### config.mk
export PLATFORM = sky130hd
export DESIGN_NAME = iirt_tap_unit
export DESIGN_NICKNAME = d
export VERILOG_FILES = /design/src/hw/rtl/iirt_pkg.sv /design/src/hw/rtl/iirt_tap_unit.sv
export SDC_FILE = /design/constraint.sdc
export NUM_CORES = 2
export LEC_CHECK = 0
export BUFFER_PORTS_ARGS = -buffer_cell sky130_fd_sc_hd__clkbuf_2
export CAP_MARGIN = 20
export CORE_MARGIN = 2
export CORE_UTILIZATION = 60
export DETAILED_ROUTE_END_ITERATION = 6
export GPL_ROUTABILITY_DRIVEN = 0
export GPL_TIMING_DRIVEN = 0
export PLACE_DENSITY = 0.81
export SYNTH_ARGS = -nofsm -noshare
export SYNTH_HDL_FRONTEND = slang
export SYNTH_SLANG_ARGS = --single-unit
### constraint.sdc
create_clock -name vclk -period 22.8
set_input_delay 2.28 -clock vclk [all_inputs]
set_output_delay 2.28 -clock vclk [all_outputs]
set_load 0.01 [all_outputs]
### src/hw/rtl/iirt_pkg.sv
package iirt_pkg;

    // sizes of the filter and of its number formats
    localparam int NTAPS        = 64;
    localparam int SAMPLE_W     = 16;
    localparam int COEF_W       = 18;
    localparam int ACC_W        = 40;
    localparam int FRAC         = 14;
    localparam int CNT_W        = 7;
    localparam int COEF_INDEX_W = 6;
    localparam int FUNC_W       = 2;
    localparam int CFG_IDX_W    = 2;

    localparam int IDX_W  = (NTAPS > 1) ? $clog2(NTAPS) : 1;
    localparam int NCNT_W = $clog2(NTAPS + 1);

    // product and sum widths
    localparam int P1_W   = SAMPLE_W + COEF_W;
    localparam int P2_W   = ACC_W + COEF_W;
    localparam int FB_W   = P2_W - FRAC;
    localparam int MAX1_W = (ACC_W > P1_W) ? ACC_W : P1_W;
    localparam int SUM_W  = ((MAX1_W > FB_W) ? MAX1_W : FB_W) + 1;
    localparam int R_W    = ACC_W + 1 - FRAC;
    localparam int OR_W   = ((R_W > SAMPLE_W) ? R_W : SAMPLE_W) + 1;

    // stream payload widths, padded to whole bytes
    localparam int S_DATA_BITS = COEF_INDEX_W + COEF_W + SAMPLE_W;
    localparam int S_TDATA_W   = ((S_DATA_BITS + 7) / 8) * 8;
    localparam int M_TDATA_W   = ((SAMPLE_W + 7) / 8) * 8;

    // item kinds
    localparam logic [FUNC_W-1:0] FUNC_SAMPLE = 2'd0;
    localparam logic [FUNC_W-1:0] FUNC_NUM    = 2'd1;
    localparam logic [FUNC_W-1:0] FUNC_DEN    = 2'd2;

    // register indexes
    localparam logic [CFG_IDX_W-1:0] REG_NUM_COUNT = 2'd0;
    localparam logic [CFG_IDX_W-1:0] REG_DEN_COUNT = 2'd1;

    typedef struct packed {
        logic signed [ACC_W-1:0]  d;
        logic signed [COEF_W-1:0] b;
        logic signed [COEF_W-1:0] a;
    } cell_t;

    typedef struct packed {
        logic pass2;
        logic active;
        logic has_next;
    } tap_ctrl_t;

    function automatic logic signed [ACC_W-1:0] sat_acc(input logic signed [SUM_W-1:0] x);
        logic ovf;
        logic signed [ACC_W-1:0] r;
        ovf = (x[SUM_W-1:ACC_W-1] != {(SUM_W - ACC_W + 1){x[SUM_W-1]}});
        if (!ovf) begin
            r = x[ACC_W-1:0];
        end else if (x[SUM_W-1]) begin
            r = {1'b1, {(ACC_W - 1){1'b0}}};
        end else begin
            r = {1'b0, {(ACC_W - 1){1'b1}}};
        end
        return r;
    endfunction

    function automatic logic [NCNT_W-1:0] used_count(input logic [CNT_W-1:0] c);
        logic [NCNT_W-1:0] r;
        if (c == '0) begin
            r = NCNT_W'(1);
        end else if (int'(c) > NTAPS) begin
            r = NCNT_W'(NTAPS);
        end else begin
            r = NCNT_W'(c);
        end
        return r;
    endfunction

endpackage

### src/hw/rtl/iirt_tap_unit.sv
module iirt_tap_unit (
    input  iirt_pkg::tap_ctrl_t                  ctrl,
    input  iirt_pkg::cell_t                      head,
    input  logic signed [iirt_pkg::ACC_W-1:0]    next_d,
    input  logic signed [iirt_pkg::SAMPLE_W-1:0] sample,
    input  logic signed [iirt_pkg::ACC_W-1:0]    y,
    output logic signed [iirt_pkg::ACC_W-1:0]    new_d
);
    import iirt_pkg::*;

    logic signed [ACC_W-1:0] src;
    logic signed [P1_W-1:0]  prod1;
    logic signed [SUM_W-1:0] sum1;
    logic signed [P2_W-1:0]  prod2;
    logic signed [P2_W-1:0]  rnd2;
    logic signed [FB_W-1:0]  fb;
    logic signed [SUM_W-1:0] sum2;

    always_comb begin
        // forward pass: shifted element plus sample times numerator
        src   = ctrl.has_next ? next_d : '0;
        prod1 = sample * head.b;
        sum1  = SUM_W'(src) + SUM_W'(prod1);

        // feedback pass: output times denominator, rounded half up to 22 fraction bits
        prod2 = y * head.a;
        rnd2  = prod2 + (P2_W'(1) << (FRAC - 1));
        fb    = $signed(rnd2[P2_W-1:FRAC]);
        sum2  = SUM_W'(head.d) - SUM_W'(fb);

        if (!ctrl.active) begin
            new_d = head.d;
        end else if (ctrl.pass2) begin
            new_d = sat_acc(sum2);
        end else begin
            new_d = sat_acc(sum1);
        end
    end

endmodule

# == Word level (Yosys, flattened, before mapping) ==
# Index checks and enable logic that the tools add are counted.
# classes
add_sub_neg,3
mul,2
eq_ne,2
muxes,7
# ops
op,count
2-to-1 mux 40 bit,7
adder 58 x 15 -> 58 bit (second input constant),1
multiplier 40 x 18 -> 58 bit,1
subtractor 40 x 44 -> 45 bit,1
adder 40 x 34 -> 41 bit,1
multiplier 16 x 18 -> 34 bit,1
inequality test 5 bit,2
# totals
reg_bits,0
input_bits,175
output_inout_bits,40
word_cells,14

# == Depth between registers and ports, before layout ==
# logic_depth
ltp_word,7
ltp_mapped,39
depth_no_buf,35

# == Worst setup path before layout ==
# No wires, ideal clock.
# synth_path
kind,input -> output
from,input head[1] in the netlist's numbering
to,output new_d[31] in the netlist's numbering
arrival_ps,11148
required_ps,20520
slack_ps,9372
path_stages,38
path_buffers,4
path_cell_list,clkbuf_1 -> clkbuf_1 -> nand2_1 -> fa_1 -> inv_1 -> fa_1 -> inv_1 -> fa_1 -> fa_1 -> inv_1 -> fa_1 -> inv_1 -> fa_1 -> inv_1 -> ha_1 -> a222oi_1 -> o2111ai_1 -> a21oi_1 -> [2 not listed] -> o21ai_1 -> a211o_1 -> a31oi_2 -> o21bai_1 -> xnor2_1 -> ha_1 -> clkbuf_1 -> nand4_1 -> nor4_1 -> a221oi_1 -> o21ai_0 -> nor2_1 -> a211o_1 -> nor4_1 -> mux4_2 -> buf_4 -> o211ai_1 -> a221oi_1
# synth_between
elab_chain_len,7
word_cells_on_any_way,8
cone_classes,2 x add/sub; 1 x mul; 1 x eq/ne; 4 x mux
# synth_lines
element,line_no,source
"start, declared",iirt_tap_unit.sv:3,"input iirt_pkg::cell_t head,"
multiplier 40 x 18 -> 58 bit *,iirt_tap_unit.sv:26,prod2 = y * head.a;
adder 58 x 15 -> 58 bit *,iirt_tap_unit.sv:27,rnd2 = prod2 + (P2_W'(1) << (FRAC - 1));
subtractor 40 x 44 -> 45 bit *,iirt_tap_unit.sv:29,sum2 = SUM_W'(head.d) - SUM_W'(fb);
inequality test 5 bit / 2-to-1 mux 40 bit (equally long branches),"iirt_pkg.sv:55, iirt_pkg.sv:58",
2-to-1 mux 40 bit *,iirt_pkg.sv:56,if (!ovf) begin
2-to-1 mux 40 bit *,iirt_tap_unit.sv:33,end else if (ctrl.pass2) begin
2-to-1 mux 40 bit *,iirt_tap_unit.sv:31,if (!ctrl.active) begin
"end, declared",iirt_tap_unit.sv:7,output logic signed [iirt_pkg::ACC_W-1:0] new_d
# Mark *: on every way between the ends. The rest lies on a longest branch, timed or not.

# == Worst setup path after layout ==
# layout_path
from,input head[1] in the netlist's numbering
to,output new_d[19] in the netlist's numbering
# Same word-level chain as after synthesis.

==> run metrics <==
status complete, no violations; hold path depth 4; Worst Hold End new_d[7]; max-capacitance violation count 0; Syn Nets 6146; share of the synthesized area in the top cell type 51.36%; antenna violations before repair 10; area of the multi-input gates 0.03545 mm^2; critical path endpoint category output pin; Clock Buffer Count 0; area leader, netlist fa_1; worst-path maximum fanout 10; routed via count 33630; Area Overhead vs Synth 4.852%; crit path time final 17.16 ns; Syn Std Cell Area 0.04046 mm^2; total area of sequential cells 0 um^2; DRT Pass-1 Iters 7; initial core utilization 60.46%; core area 0.06692 mm^2; Worst EP arrival 14.88 ns; Setup violations, final 0; drt via density 5.912; DP HPWL 105300 um; cell mode on critical path fa_1; largest cells by area after synthesis fa_1 51%, inv_1 10%, ha_1 9.0%, nand2_1 6.8%, and2_1 5.6%; Final Cell Area 0.04242 mm^2; CP delay by family, top compound AO/OA/AOI/OAI gates; crit start category input pin; slew margin rel. 16.97%; Hold-fix buffers, CTS 0; post-route clock period utilization 75.28%; CP peak stage delay 1.04 ns; num ports 215; fillcell total 5508; Routed Antenna Nets 0; WL per Instance 21.50 um; seq_cells 0; setup TNS 0 ns; share of post-route cells with drive strength above 1 4.511%; Worst Max-Slew Pin Slew 1.245 ns; IO Port Bufs 168; Slew Limit Fails 0; Setup Buffers After CTS 0; global-route wire length before repair 192200 um; vias in the first global route 35240; Fmax 0.05826 GHz; die area 0.06953 mm^2; Final nets 6317; Buf/Inv on CP 11; DP Area 0.04241 mm^2; Slowest cell on crit path a221oi_1; Seq/Total Area, Yosys 0%; post-cts sizing count 0; final hold vios 0; Gate Count Post-Synth 4641; initial DRC count 3223; Die Y-Extent 263.7 um; Total GRT Usage 36.14%; Worst Path Required 20.52 ns; routed wire length 122300 um; FP Rows 95; WS Path Type in -> out; Hold Startpoint head[43]; number of remaining DRC errors 0; Yosys warnings 0; RSZ-0062 raised after global routing false; syn_area_per_cell 8.718 um^2; Die Wd 263.7 um; grt ovf 0; hold crit path type in -> out; Distinct cells, synth 75; pin count of the biggest net entering global routing 24
-- how the worst max path moves through the flow --
stage	end	cells past startpoint	start
floorplan	new_d[31]	38	head[1]
global placement	new_d[12]	39	head[1]
detailed placement	new_d[12]	39	head[1]
CTS	new_d[12]	39	head[1]
global route	new_d[19]	39	head[1]
finish	new_d[19]	39	head[1]
-- cell type report --
class                           instances  area share [%]
Buffer                                228           2.147
Inverter                             1093           9.671
Antenna cell                            6         0.03539
Multi-Input combinational cell       3320           83.55
Timing Repair Buffer                  169           2.017
Tap cell                              873           2.575
-- cells in the mapped netlist, drive strengths merged, types with 3 or more instances --
cell type / n
a2111oi: 6
a211o: 11
a211oi: 19
a21o: 65
a21oi: 118
a221o: 7
a221oi: 34
a31oi: 19
a41oi: 4
and2: 363
and3: 19
and4: 6
buf: 21
clkbuf: 207
fa: 1038
ha: 292
inv: 1093
maj3: 4
nand2: 733
nand2b: 43
nand3: 18
nand4: 19
nor2: 124
nor2b: 13
nor3: 16
nor4: 8
o2111ai: 5
o211a: 3
o211ai: 53
o21a: 12
o21ai: 67
o21bai: 17
o22ai: 5
o2bb2ai: 3
o31ai: 8
or2: 4
or3: 7
xnor2: 82
xor2: 47
-- cell families after synthesis --
kind of cell | synth area share (%)
compound gates | 8.198
xor+xnor | 2.792
buf+inv | 12.39
mux | 0.08349
fa+ha+maj | 60.49
simple gates | 16.05
-- through the flow --
stage	setup slack, ns	std cells	hold WS [ns]	util, %
after global placement	6.535	5682	5.021	63.35
after global routing	5.023	5686	5.030	63.38
final	5.636	5689	4.987	63.40
after detailed placement	6.388	5683	5.012	63.37
after CTS	6.365	5683	5.014	63.37
after floorplan	9.372	4641	4.700	-
-- tightest hold or removal path, stage by stage --
cell and delay, ns:
clkbuf_2 0.12, nor2_1 0.09, a221oi_1 0.07, clkbuf_2 0.14
-- layout by cell type, fill, tap and decap left out, drive strengths merged, types with 53 or more instances in the layout --
master / synthesis / final
xnor2: 82 / 82
and2: 363 / 363
clkbuf: 207 / 375
nor2: 124 / 124
nand2: 733 / 733
inv: 1093 / 1093
o211ai: 53 / 53
a21o: 65 / 65
fa: 1038 / 1038
o21ai: 67 / 67
a21oi: 118 / 118
ha: 292 / 292
-- metal layers --
metal	vias to the layer above	track usage, %	part of all wire [%]
li1	14190	-	-
met1	16650	45.80	35
met2	2226	54.83	44
met3	562	10.44	13
met4	8	22.76	8.2
met5	-	0	0.038
